===== config.mk =====
export PLATFORM = sky130hd
export DESIGN_NAME = zs_sqrt
export DESIGN_NICKNAME = d
export VERILOG_FILES = /design/src/rtl/zs_pkg.sv /design/src/rtl/zs_sqrt.sv
export SDC_FILE = /design/constraint.sdc
export NUM_CORES = 1
export LEC_CHECK = 0
export BUFFER_PORTS_ARGS = -buffer_cell sky130_fd_sc_hd__buf_2
export CAP_MARGIN = 30
export CORE_UTILIZATION = 53
export DETAILED_ROUTE_END_ITERATION = 10
export GPL_ROUTABILITY_DRIVEN = 0
export PLACE_DENSITY = 0.77
export SLEW_MARGIN = 20
export SYNTH_ARGS = -nofsm -noshare
export SYNTH_HDL_FRONTEND = slang
export SYNTH_SLANG_ARGS = --single-unit

===== constraint.sdc =====
create_clock -name clk -period 2.5 [get_ports clk]
set_input_delay 0.625 -clock clk [delete_from_list [all_inputs] [get_ports clk]]
set_output_delay 0.625 -clock clk [all_outputs]
set_load 0.005 [all_outputs]

===== src/rtl/zs_pkg.sv =====
// zs_pkg: widths, register indexes and helpers shared by the rolling z-score core
// no dependencies; imported by every module of the block
package zs_pkg;

	localparam int MAX_WINDOW = 256;
	localparam int PRICE_BITS = 24;
	localparam int WL_BITS    = 9;
	localparam int SLOT_BITS  = 8;
	localparam int Z_BITS     = 24;
	localparam int SUM_BITS   = 32;
	localparam int SQ_BITS    = 56;
	localparam int PROD_BITS  = 76;
	localparam int MPL_BITS   = 33;
	localparam int NUM_BITS   = 74;
	localparam int QUO_BITS   = 46;
	localparam int ROOT_BITS  = 23;
	localparam int CIDX_BITS  = 2;

	// register indexes of the configuration port
	localparam logic [CIDX_BITS-1:0] REG_WINDOW_LENGTH = 2'd0;
	localparam logic [CIDX_BITS-1:0] REG_ENTRY_THRESH  = 2'd1;
	localparam logic [CIDX_BITS-1:0] REG_EXIT_THRESH   = 2'd2;

	localparam logic [WL_BITS-1:0] WL_RESET    = 9'd20;
	localparam logic [Z_BITS-1:0]  ENTRY_RESET = 24'd131072;
	localparam logic [Z_BITS-1:0]  EXIT_RESET  = 24'd32768;
	localparam logic [Z_BITS-1:0]  Z_POS_SAT   = 24'h7FFFFF;
	localparam logic [Z_BITS-1:0]  Z_NEG_SAT   = 24'h800000;

	// window length in force: zero acts as one, above the store size acts as its size
	function automatic logic [WL_BITS-1:0] eff_length(input logic [WL_BITS-1:0] wl);
		logic [WL_BITS-1:0] n;
		if (wl == '0)
			n = WL_BITS'(1);
		else if (wl > WL_BITS'(MAX_WINDOW))
			n = WL_BITS'(MAX_WINDOW);
		else
			n = wl;
		return n;
	endfunction

endpackage


===== src/rtl/zs_sqrt.sv =====
// zs_sqrt: digit-by-digit integer square root, one root bit per cycle
// depends on zs_pkg
module zs_sqrt (
	input  logic                          clk,
	input  logic                          arst_n,
	input  logic                          start,
	input  logic [zs_pkg::QUO_BITS-1:0]   value,
	output logic                          done,
	output logic [zs_pkg::ROOT_BITS-1:0]  root
);
	import zs_pkg::*;

	localparam int REM_BITS = ROOT_BITS + 2;
	localparam int T_BITS   = REM_BITS + 2;

	logic                  busy_q;
	logic                  done_q;
	logic [4:0]            cnt_q;
	logic [QUO_BITS-1:0]   v_q;
	logic [REM_BITS-1:0]   rem_q;
	logic [ROOT_BITS-1:0]  root_q;
	logic [T_BITS-1:0]     t;
	logic [T_BITS-1:0]     trial;

	assign t     = {rem_q, v_q[QUO_BITS-1 -: 2]};
	assign trial = {2'b00, root_q, 2'b01};

	// control
	always_ff @(posedge clk or negedge arst_n) begin
		if (!arst_n) begin
			busy_q <= 1'b0;
			done_q <= 1'b0;
			cnt_q  <= '0;
		end else begin
			done_q <= 1'b0;
			if (start) begin
				busy_q <= 1'b1;
				cnt_q  <= 5'(ROOT_BITS);
			end else if (busy_q) begin
				cnt_q <= cnt_q - 5'd1;
				if (cnt_q == 5'd1) begin
					busy_q <= 1'b0;
					done_q <= 1'b1;
				end
			end
		end
	end

	// datapath: bring down two bits, try 4*root+1
	always_ff @(posedge clk) begin
		if (start) begin
			v_q    <= value;
			rem_q  <= '0;
			root_q <= '0;
		end else if (busy_q) begin
			v_q <= v_q << 2;
			if (t >= trial) begin
				rem_q  <= REM_BITS'(t - trial);
				root_q <= {root_q[ROOT_BITS-2:0], 1'b1};
			end else begin
				rem_q  <= t[REM_BITS-1:0];
				root_q <= {root_q[ROOT_BITS-2:0], 1'b0};
			end
		end
	end

	assign done = done_q;
	assign root = root_q;

endmodule


---- Yosys cells after proc, flatten, opt, wreduce, memory -nomap -nowiden ----
Index checks and enable logic that the tools add are counted.
cells by class
  add/subtract/negate cells ............... 2
  magnitude comparators ................... 1
  equality and inequality tests ........... 1
  multiplexer cells ....................... 12
  reductions and logical operators ........ 1
operator list
  kind                                               count
  two-way mux 46 bit                                 2
  greater-or-equal comparator 27 x 25 -> 1 bit       1
  two-way mux 25 bit                                 1
  subtractor 25 bit                                  1
  two-way mux 5 bit                                  2
  two-way mux 1 bit                                  7
  == test 5 x 1 -> 1 bit (second input constant)     1
  subtractor 5 x 1 -> 5 bit (second input constant)  1
  nonzero test 2 bit                                 1
storage, ports and cells
  register bits ........................... 101
  input bits .............................. 49
  output and inout port bits .............. 24
  word-level logic and storage cells ...... 23

---- Longest topological paths before layout ----
Gate-level depths: netlist of the first run.
  depth in word-level cells ............... 4
  depth in mapped cells ................... 12
  gate-level depth less buffers ........... 10

---- Least setup slack after synthesis of the first run ----
Ideal clock, no wire load.
  path type ............................... input-to-reg
  start ................................... in start
  end ..................................... reg v_q[0] (enable)
  library setup time ...................... 0.401 ns
  data arrival time ....................... 2.284 ns
  required time ........................... 2.099 ns
  setup slack ............................. -0.185 ns
  stages .................................. 4
  buffers on the path ..................... 2
  cell sequence ........................... clkbuf_1 -> clkbuf_1 -> nor2_1 -> inv_1
on the way
  cells in the longest elaborated chain, start to end .. 1
ends and longest elaborated chain
  element                       line           text
  start, declared               zs_sqrt.sv:6   input logic start,
  nonzero test 2 bit (no line)  --
  end signal, assigned          zs_sqrt.sv:52  v_q <= value;
  end signal, assigned          zs_sqrt.sv:56  v_q <= v_q << 2;
  end, declared                 zs_sqrt.sv:19  logic [QUO_BITS-1:0] v_q;
No other way between the ends.
A chain may end at the register's enable or synchronous reset.

---- Worst setup path in the final report of the first run ----
  start ................................... reg rem_q[11]
  end ..................................... reg rem_q[17]
on the way
  cells in the longest elaborated chain, start to end .. 2
  elaborated cells on any way between the ends .. 3
  those cells by class .................... add/sub: 1; order compare: 1; mux: 1
ends and longest elaborated chain
  element                                                                            line                          text
  start, declared                                                                    zs_sqrt.sv:20                 logic [REM_BITS-1:0] rem_q;
  start signal, assigned                                                             zs_sqrt.sv:58                 rem_q <= REM_BITS'(t - trial);
  start signal, assigned                                                             zs_sqrt.sv:61                 rem_q <= t[REM_BITS-1:0];
  subtractor 25 bit or greater-or-equal comparator 27 x 25 -> 1 bit (tied branches)  zs_sqrt.sv:58, zs_sqrt.sv:57
  two-way mux 25 bit *                                                               zs_sqrt.sv:57                 if (t >= trial) begin
Mark *: on every way between the ends. The rest lies on a longest branch, timed or not.

==> results of run 1 <==
## cells in the mapped netlist, drive strengths merged, types with 3 or more instances
library cell  instances
xor2                  6
o21a                  5
ha                   27
nand4                 5
xnor2                13
nand3                 7
nand3b                3
a211oi                3
dfxtp                48
a32oi                 4
mux2                 44
or3                   6
nand2                53
edfxtp               46
o211ai                3
o22ai                 3
a21o                 12
buf                   8
mux2i                29
dfrtp                 7
clkbuf               17
nor2                 60
and2                  4
and4                  3
a21oi                23
and3                  5
inv                  36
a311oi               14
nor4                  4
nor2b                 3
nor3                  8
o21ai                20
## routing by layer
metal / GRT usage, % / part of all wire, %
met1: 29.7 / 42
met2: 42.0 / 49
met3: 5.12 / 6.0
met4: 13.0 / 3.4
met5: 0 / 0
## report_power, final
group / internal [mW] / switching [mW] / total [mW] / leakage [nW]
combinational: 2.52 / 2.39 / 4.90 / 2.14
clock: 0.470 / 0.582 / 1.05 / 0.0934
sequential: 2.00 / 0.198 / 2.20 / 0.965
## state kept, by name (all words and copies together), names as in the netlist
name and count:
v_q 46, rem_q 25, root 23, cnt_q 5
busy_q 1, done 1
## kinds of logic after synthesis
| group | after synthesis | share of synthesized area (%) |
|---|---|---|
| buffers and inverters | 61 | 4.24 |
| xor gates and xnor gates | 19 | 2.98 |
| DFF | 101 | 45.1 |
| muxes | 73 | 14.1 |
| and+or+nand+nor | 164 | 13.3 |
| adders and majority gates | 27 | 6.05 |
| AOI/OAI and AO/OA | 110 | 14.3 |
## worst paths after layout
kind | from | to | slack [ns] | depth (start not counted)
max | rem_q[11] | rem_q[17] | -0.04 | 11
min | arst_n | cnt_q[4] | 0.07 | 1
max reg2reg | rem_q[11] | rem_q[17] | -0.04 | 11
min reg2reg | rem_q[17] | rem_q[17] | 0.51 | 2
max in group asynchronous | arst_n | busy_q | 2.26 | 1
min in group clk | rem_q[17] | rem_q[17] | 0.51 | 2
## cells in the final DEF (no fill, tap or decap), types with 15 or more instances in the layout
cell type  instances
dfxtp_1           33
mux2i_1           29
a21oi_1           17
dfxtp_2           15
nand2_1           48
buf_4             68
buf_2             72
inv_1             34
mux2_2            44
nor2_1            57
edfxtp_1          46
## through the flow
step                      utilization, %  TNS (ns)  cell area (um^2)  hold slack, ns
after floorplan                        -         0              5620           0.329
after global placement              63.8   -0.0177              6560           0.460
after detailed placement            63.8     -1.50              6560           0.468
after CTS                           68.0  -0.00159              6990          0.0550
after global routing                69.7     -1.74              7160          0.0693
final                               69.7    -0.199              7160          0.0694
## repair_timing
item,4_1_cts,5_1_grt
buffers inserted,6,4
endpoints found under the hold margin,0,0
gates resized for setup,41,34
pin swaps,12,10
gates cloned,1,0
setup endpoints to repair,20,24
## worst reg2reg max path, delay by kind of cell, from the launching register on
family	cells	cell delay [ns]
multiplexers	1	0.18
adder cells (fa/ha/maj)	1	0.31
AND/OR/NAND/NOR	3	0.43
AO/OA/AOI/OAI	4	0.84
buffers and inverters	2	0.27
flip-flops	1	0.38
## area by class of cell
class	count	area (um^2)	share of cell area (%)
repair buffers	146	968	13.5
clock buffers	10	128	1.78
inverters	36	139	1.94
multi-input cells	393	3150	44.0
flip-flops and latches	101	2540	35.4
clock inverters	6	68.8	0.961
well taps	136	170	2.38
==> results.json, run 1 <==
{
  "holdBufCountCts": 0,
  "drc_errors": 2,
  "syn2layout_area_growth_pct": 28.2,
  "cts_buffers": 9,
  "io_pins": 73,
  "clockBufferDepth": 2,
  "skew_ns": 0.0126,
  "port_buffers": 72,
  "syn_area_per_cell_um2": 10.1,
  "cts_max_level": 3,
  "num_vias": 4697,
  "cp-end-kind": "flip-flop",
  "viasPerCell": 5.67,
  "nNetsFinal": 763,
  "antennaDiodeCount": 0,
  "design.die.area_um2": 10900,
  "grt_pass1_vias": 4706,
  "p_leak_nw": 3.19,
  "violations": "design-rule violations, negative setup slack",
  "fin_crit_ns": 2.54,
  "path_delay_family": "compound AO/OA/AOI/OAI gates",
  "yosys-top-cells-area": "edfxtp_1, dfxtp_1, mux2_2",
  "status": "finished with violations",
  "grt_remaining_overflow": 0,
  "yosysSeqAreaShare_pct": 45.1,
  "grt_max_degree": 51,
  "drive_gt1_share_pct": 39.6,
  "power_mw": 8.15,
  "cap_violations": 0,
  "yosysTopAreaCell": "edfxtp_1",
  "clock_latency_ns": 0.38,
  "dr.pass1.iters": 8,
  "async_flop_share_pct": 6.93,
  "core-area_um2": 10300,
  "tritoncts": "built",
  "grt.total_usage_pct": 24.8,
  "slowest_delay_ns": 0.38,
  "clock-root-buffer": "clkbuf_8",
  "layout_setup_ws_ns": -0.0438,
  "slew_violations": 0,
  "synth_area_um2": 5580,
  "fp.dieW_um": 105,
  "routedWlPerCell_um": 16.0,
  "rsz0062_at_grt": "true",
  "first_iter_violations": 299,
  "crit_buf_inv": 2,
  "drtAntennaViolNets": 0,
  "die_y_um": 105,
  "rows": 37,
  "cp_data_required_time_ns": 2.75,
  "dp.cells": 801,
  "fmax_mhz": 393,
  "slowest_stage": "dfxtp_1",
  "hold_viol": 0,
  "layoutNonFillerInstCount": 828,
  "fin_crit_sh_pct": 102,
  "path_class": "flip-flop to flip-flop",
  "synth_edf_count": 46,
  "yosys.cell_types.count": 59,
  "yosys_warnings": 0,
  "cp.arrival_ns": 2.79,
  "clock_sinks": 101,
  "peakVddDrop_v": 0.000505,
  "nFillCells": 771,
  "tightest_slew_ns": 0.722,
  "synth_flop_cell": "dfxtp_1",
  "setup_viol": 8,
  "syn_nets": 631,
  "hpwlAfterDp_um": 9240,
  "pre_cts_ws_ns": -0.164,
  "cp-start-kind": "flip-flop",
  "cp_max_fo": 6,
  "grt_first_pass_wirelength_um": 21600,
  "hold_path.class": "input pin to asynchronous set/reset pin",
  "antenna_found_initial": 0,
  "synth.ff_latch_count": 101,
  "routed_wl_um": 13200,
  "power.density_nw_per_um2": 1140,
  "cts.clk_slew.worst_paths_ns": 0.10,
  "slew_headroom_pct": 51.5,
  "crit_chain": "ha_4 > and2_4 > and3_4 > nand2_2 > o311a_4 > o22ai_4 > a21o_1 > buf_12 > buf_8 > mux2i_1 > o22ai_1",
  "initial_core_util_pct": 54.3,
  "synth_top_cell_area_share_pct": 24.7,
  "syn-instance-count": 555
}
Note: power is estimated with default switching activity, not from simulation.
==> inputs of run 2 (changes only) <==
Settings changed: REMOVE_ABC_BUFFERS set to 1.
==> run 2 against run 1 <==
The run ends with negative setup slack left. Die area unchanged. Register-to-register slack worse by 0.02 ns. Critical path depth up 1. First-iteration DRC count up 71%. Hold slack worse by 0.020 ns. Largest power group unchanged. Highest routed layer unchanged.
==> results.json, run 2 (synthesized netlist as in run 1, its figures left out) <==
{
  "status": "finished with violations",
  "violations": "negative setup slack",
  "design.die.area_um2": 10900,
  "slowest_delay_ns": 0.37,
  "die_y_um": 105,
  "slew_violations": 0,
  "path_class": "flip-flop to flip-flop",
  "skew_ns": 0.0196,
  "routedWlPerCell_um": 16.9,
  "clock_latency_ns": 0.40,
  "num_vias": 4872,
  "cp-start-kind": "flip-flop",
  "grt_max_degree": 44,
  "clockBufferDepth": 2,
  "dp.cells": 815,
  "grt_first_pass_wirelength_um": 22500,
  "initial_core_util_pct": 54.3,
  "antennaDiodeCount": 0,
  "r2r-start": "root[15]",
  "fp.dieW_um": 105,
  "crit_chain": "inv_1 > ha_4 > and4_4 > buf_6 > nand2_2 > o311a_4 > o22ai_4 > a21o_1 > buf_6 > buf_6 > o41ai_2 > a311oi_1",
  "peakVddDrop_v": 0.000611,
  "rows": 37,
  "finalSetupTns_ns": -0.201,
  "viasPerCell": 5.81,
  "clock_sinks": 101,
  "registers.top_by_ff_count": "v_q",
  "cp_max_fo": 4,
  "path_delay_family": "compound AO/OA/AOI/OAI gates",
  "first_iter_violations": 511,
  "grt_remaining_overflow": 0,
  "drive_gt1_share_pct": 41.5,
  "slowest_stage": "o311a_4",
  "nFillCells": 740,
  "cp-end-kind": "flip-flop",
  "crit_top_cell": "buf_6",
  "fin_crit_sh_pct": 103,
  "cp.arrival_ns": 2.87,
  "dr.pass1.iters": 7,
  "cp_data_required_time_ns": 2.80,
  "largest_reg_flops": 46,
  "cts_max_level": 3,
  "antenna_found_initial": 0,
  "setup_viol": 6,
  "drc_errors": 0,
  "final_cell_mix": "buf_4, buf_2, nor2_1, edfxtp_1, mux2_2",
  "clock-root-buffer": "clkbuf_8",
  "hold_viol": 0,
  "fmax_mhz": 390,
  "multiInputGateArea_um2": 3200,
  "final_cell_area_um2": 7280,
  "regArea_um2": 2530,
  "io_pins": 73,
  "place_area_um2": 6610,
  "syn2layout_area_growth_pct": 30.4,
  "grt.total_usage_pct": 25.7,
  "nNetsFinal": 773,
  "cap_violations": 0,
  "cts_buffers": 9,
  "p_leak_nw": 3.27,
  "startpoint": "root[15]",
  "layoutNonFillerInstCount": 838,
  "core-area_um2": 10300,
  "tightest_slew_ns": 0.869,
  "hold_path.class": "input pin to asynchronous set/reset pin",
  "grt_pass1_vias": 4850,
  "crit_buf_inv": 4,
  "drtAntennaViolNets": 0,
  "cts.clk_slew.worst_paths_ns": 0.11,
  "routed_wl_um": 14100,
  "layout_commonest_cell": "buf_4",
  "slew_headroom_pct": 41.7,
  "hpwlAfterDp_um": 9620,
  "pre_cts_ws_ns": -0.109,
  "tritoncts": "built",
  "rsz0062_at_grt": "true",
  "holdBufCountCts": 0,
  "fin_crit_ns": 2.56,
  "power.density_nw_per_um2": 1160,
  "layout_setup_ws_ns": -0.0643,
  "utilization_pct": 70.8,
  "port_buffers": 72
}
[run 2: cell types whose count changed in the layout (fill, tap and decap cells not counted), sizes merged]
| cell | change |
|---|---|
| clkinvlp | -2 |
| clkinv | +2 |
| inv | +1 |
| clkbuf | -1 |
| buf | +10 |
[run 2: cell type report]
class | count | share of cell area, %
multi-input combinational | 393 | 43.9
tap | 136 | 2.34
clock buffer | 9 | 1.70
sequential | 101 | 34.8
timing repair buffer | 156 | 14.3
inverter | 36 | 1.86
clock inverter | 7 | 1.12
[run 2: worst paths after layout]
path                                   to  slack, ns  cells past startpoint
worst max register to register  rem_q[22]      -0.06                     12
max in group asynchronous          busy_q       2.28                      1
worst max-delay path            rem_q[22]      -0.06                     12
min in group clk                 rem_q[2]       0.49                      2
worst min-delay path               busy_q       0.05                      1
worst min register to register   rem_q[2]       0.49                      2
[run 2: worst reg2reg max path: cells and delay by family (launching register included)]
family | cells | cell delay (ns)
compound gates | 5 | 1.16
buf+inv | 4 | 0.40
flops | 1 | 0.34
simple gates | 2 | 0.29
fa+ha+maj | 1 | 0.28
[run 2: power by group]
part / internal (mW) / switching [mW] / total [mW] / leakage (nW)
sequential: 1.99 / 0.178 / 2.17 / 0.965
combinational: 2.63 / 2.58 / 5.21 / 2.20
clock: 0.479 / 0.620 / 1.10 / 0.101
[run 2: timing repair]
action | in CTS | in global routing
endpoints found under the hold margin | 0 | 0
setup endpoints to repair | 19 | 25
gates cloned | 0 | 1
pin swaps | 5 | 20
buffers inserted | 3 | 3
gates resized for setup | 26 | 69
[run 2: per-layer routing]
| layer | track usage, % | wire length (um) | up-vias |
|---|---|---|---|
| li1 | - | - | 2299 |
| met1 | 31.0 | 5600 | 2296 |
| met2 | 42.5 | 6810 | 222 |
| met3 | 7.99 | 1250 | 55 |
| met4 | 10.6 | 472 | 0 |
| met5 | 0 | 0 | - |
[run 2: through the flow]
step / hold slack, ns / power (mW)
2_1_floorplan: 0.329 / 4.74
3_3_place_gp: 0.460 / 6.07
6_report: 0.0497 / 8.48
4_1_cts: 0.0432 / 7.64
3_5_place_dp: 0.468 / 6.20
5_1_grt: 0.0335 / 8.97
==> inputs of run 3 (changes only) <==
Settings changed: CORE_UTILIZATION 53 to 45, PLACE_DENSITY 0.77 to 0.64, SLEW_MARGIN 20 to unset.
==> run 3 against run 2 <==
The flow still finishes with violations (negative setup slack). Final cell count rose by 7.9%. Register-to-register slack improved by 0.05 ns. First-iteration DRC count fell by 57%. Routed wire length rose by 1.7%. Critical path type unchanged. Global-route usage fell by 2.3 points. Critical endpoint is now rem_q[10]. Design area rose by 4.2%. Highest routed layer unchanged. Sequential power barely moved. Total power rose by 4.4%. Sequential share of layout area fell by 1.5 points. Die area rose by 17%. Fmax rose by 1.8%.
==> results.json, run 3 (synthesized netlist as in run 1, its figures left out) <==
{
  "r2r-start": "root[0]",
  "nFillCells": 1015,
  "holdBufCountCts": 0,
  "skew_ns": 0.00763,
  "syn2layout_area_growth_pct": 35.8,
  "routedWlPerCell_um": 15.9,
  "clock_latency_ns": 0.36,
  "pre_cts_ws_ns": -0.206,
  "fin_crit_sh_pct": 101,
  "setup_viol": 6,
  "cp-start-kind": "flip-flop",
  "finalSetupTns_ns": -0.0801,
  "cp.arrival_ns": 2.79,
  "largest_reg_flops": 46,
  "drtAntennaViolNets": 0,
  "grt_remaining_overflow": 0,
  "p_leak_nw": 3.46,
  "cp_data_required_time_ns": 2.77,
  "registers.top_by_ff_count": "v_q",
  "fmax_mhz": 397,
  "die_y_um": 113,
  "grt.total_usage_pct": 23.4,
  "design.die.area_um2": 12900,
  "final_cell_area_um2": 7580,
  "tightest_slew_ns": 0.973,
  "multiInputGateArea_um2": 3130,
  "grt_pass1_vias": 4923,
  "first_iter_violations": 220,
  "hpwlAfterDp_um": 9990,
  "routed_wl_um": 14400,
  "power.density_nw_per_um2": 1170,
  "hold_path.class": "input pin to asynchronous set/reset pin",
  "slew_headroom_pct": 34.9,
  "r2r_slack_ns": -0.02,
  "clockBufferDepth": 2,
  "slowest_stage": "o311a_4",
  "rsz0062_at_grt": "true",
  "final_cell_mix": "buf_4, buf_2, nor2_1, nand2_1, edfxtp_1",
  "place_area_um2": 6890,
  "grt_first_pass_wirelength_um": 23400,
  "antenna_found_initial": 0,
  "cap_violations": 0,
  "slowest_delay_ns": 0.37,
  "violations": "negative setup slack",
  "drc_errors": 0,
  "drive_gt1_share_pct": 41.7,
  "fp.dieW_um": 113,
  "layout_setup_ws_ns": -0.0186,
  "crit_top_cell": "buf_6",
  "dr.pass1.iters": 4,
  "status": "finished with violations",
  "port_buffers": 72,
  "nNetsFinal": 807,
  "cts_buffers": 9,
  "fin_crit_ns": 2.52,
  "crit_chain": "inv_2 > ha_4 > o21a_4 > o221ai_4 > o21ba_4 > o311a_4 > o22ai_4 > buf_6 > a21o_4 > buf_6 > nand4_1 > a311oi_1",
  "cts.clk_slew.worst_paths_ns": 0.07,
  "initial_core_util_pct": 46.3,
  "clock_sinks": 101,
  "antennaDiodeCount": 0,
  "cp-end-kind": "flip-flop",
  "viasPerCell": 5.36,
  "core-area_um2": 12100,
  "path_class": "flip-flop to flip-flop",
  "layout_commonest_cell": "buf_4",
  "io_pins": 73,
  "startpoint": "root[0]",
  "cp_max_fo": 6,
  "cts_max_level": 3,
  "peakVddDrop_v": 0.000656,
  "num_vias": 4847,
  "regArea_um2": 2530,
  "slew_violations": 0,
  "tritoncts": "built",
  "rows": 40,
  "power_mw": 8.85,
  "clock-root-buffer": "clkbuf_16",
  "grt_max_degree": 47,
  "hold_viol": 0
}
## run 3: cell types whose count changed in the layout (fill, tap and decap cells not counted), sizes merged
cell,before,now
clkbuf,9,10
clkinv,3,1
inv,38,39
buf,156,190
## run 3: cell type report
class	count	area share, %
sequential	101	33.3
clock buffer	10	3.02
tap	168	2.77
clock inverter	6	0.924
timing repair buffer	190	16.9
inverter	36	1.78
multi-input combinational	393	41.3
## run 3: worst paths after layout
| check | to | cells past startpoint |
|---|---|---|
| max | rem_q[10] | 12 |
| min | cnt_q[1] | 1 |
| max reg2reg | rem_q[10] | 12 |
| min reg2reg | rem_q[17] | 2 |
| max in group asynchronous | busy_q | 1 |
| min in group clk | rem_q[17] | 2 |
## run 3: per-stage QoR
step,cells,util [%],hold slack (ns)
final,904,62.9,0.0833
after global routing,904,62.9,0.0867
after CTS,901,61.1,0.0743
after detailed placement,879,57.1,0.467
after global placement,879,57.1,0.459
after floorplan,530,-,0.329
## run 3: power breakdown
group / total (mW) / switching (mW) / internal [mW] / leakage (nW)
clock: 1.44 / 0.654 / 0.787 / 0.143
combinational: 5.24 / 2.47 / 2.77 / 2.35
sequential: 2.17 / 0.178 / 1.99 / 0.962
## run 3: timing repair
| item | in CTS | in global routing |
|---|---|---|
| pin swaps | 16 | 21 |
| gates resized for setup | 32 | 37 |
| hold endpoints to repair | 0 | 0 |
| gates cloned | 2 | 0 |
| setup endpoints to repair | 22 | 25 |
| setup buffers | 4 | 3 |
## run 3: routing by layer
| layer | global-route usage, % | wire length, um | vias up |
|---|---|---|---|
| met2 | 38.4 | 6900 | 136 |
| li1 | - | - | 2363 |
| met5 | 0 | 0 | - |
| met1 | 28.9 | 6140 | 2317 |
| met4 | 11.6 | 458 | 0 |
| met3 | 5.69 | 887 | 31 |
## run 3: critical path: cells and delay by family, from the launching register on
family	cells	cell delay, ns
AO/OA/AOI/OAI	7	1.41
flip-flops	1	0.33
buffers and inverters	3	0.32
adder cells (fa/ha/maj)	1	0.26
AND/OR/NAND/NOR	1	0.11
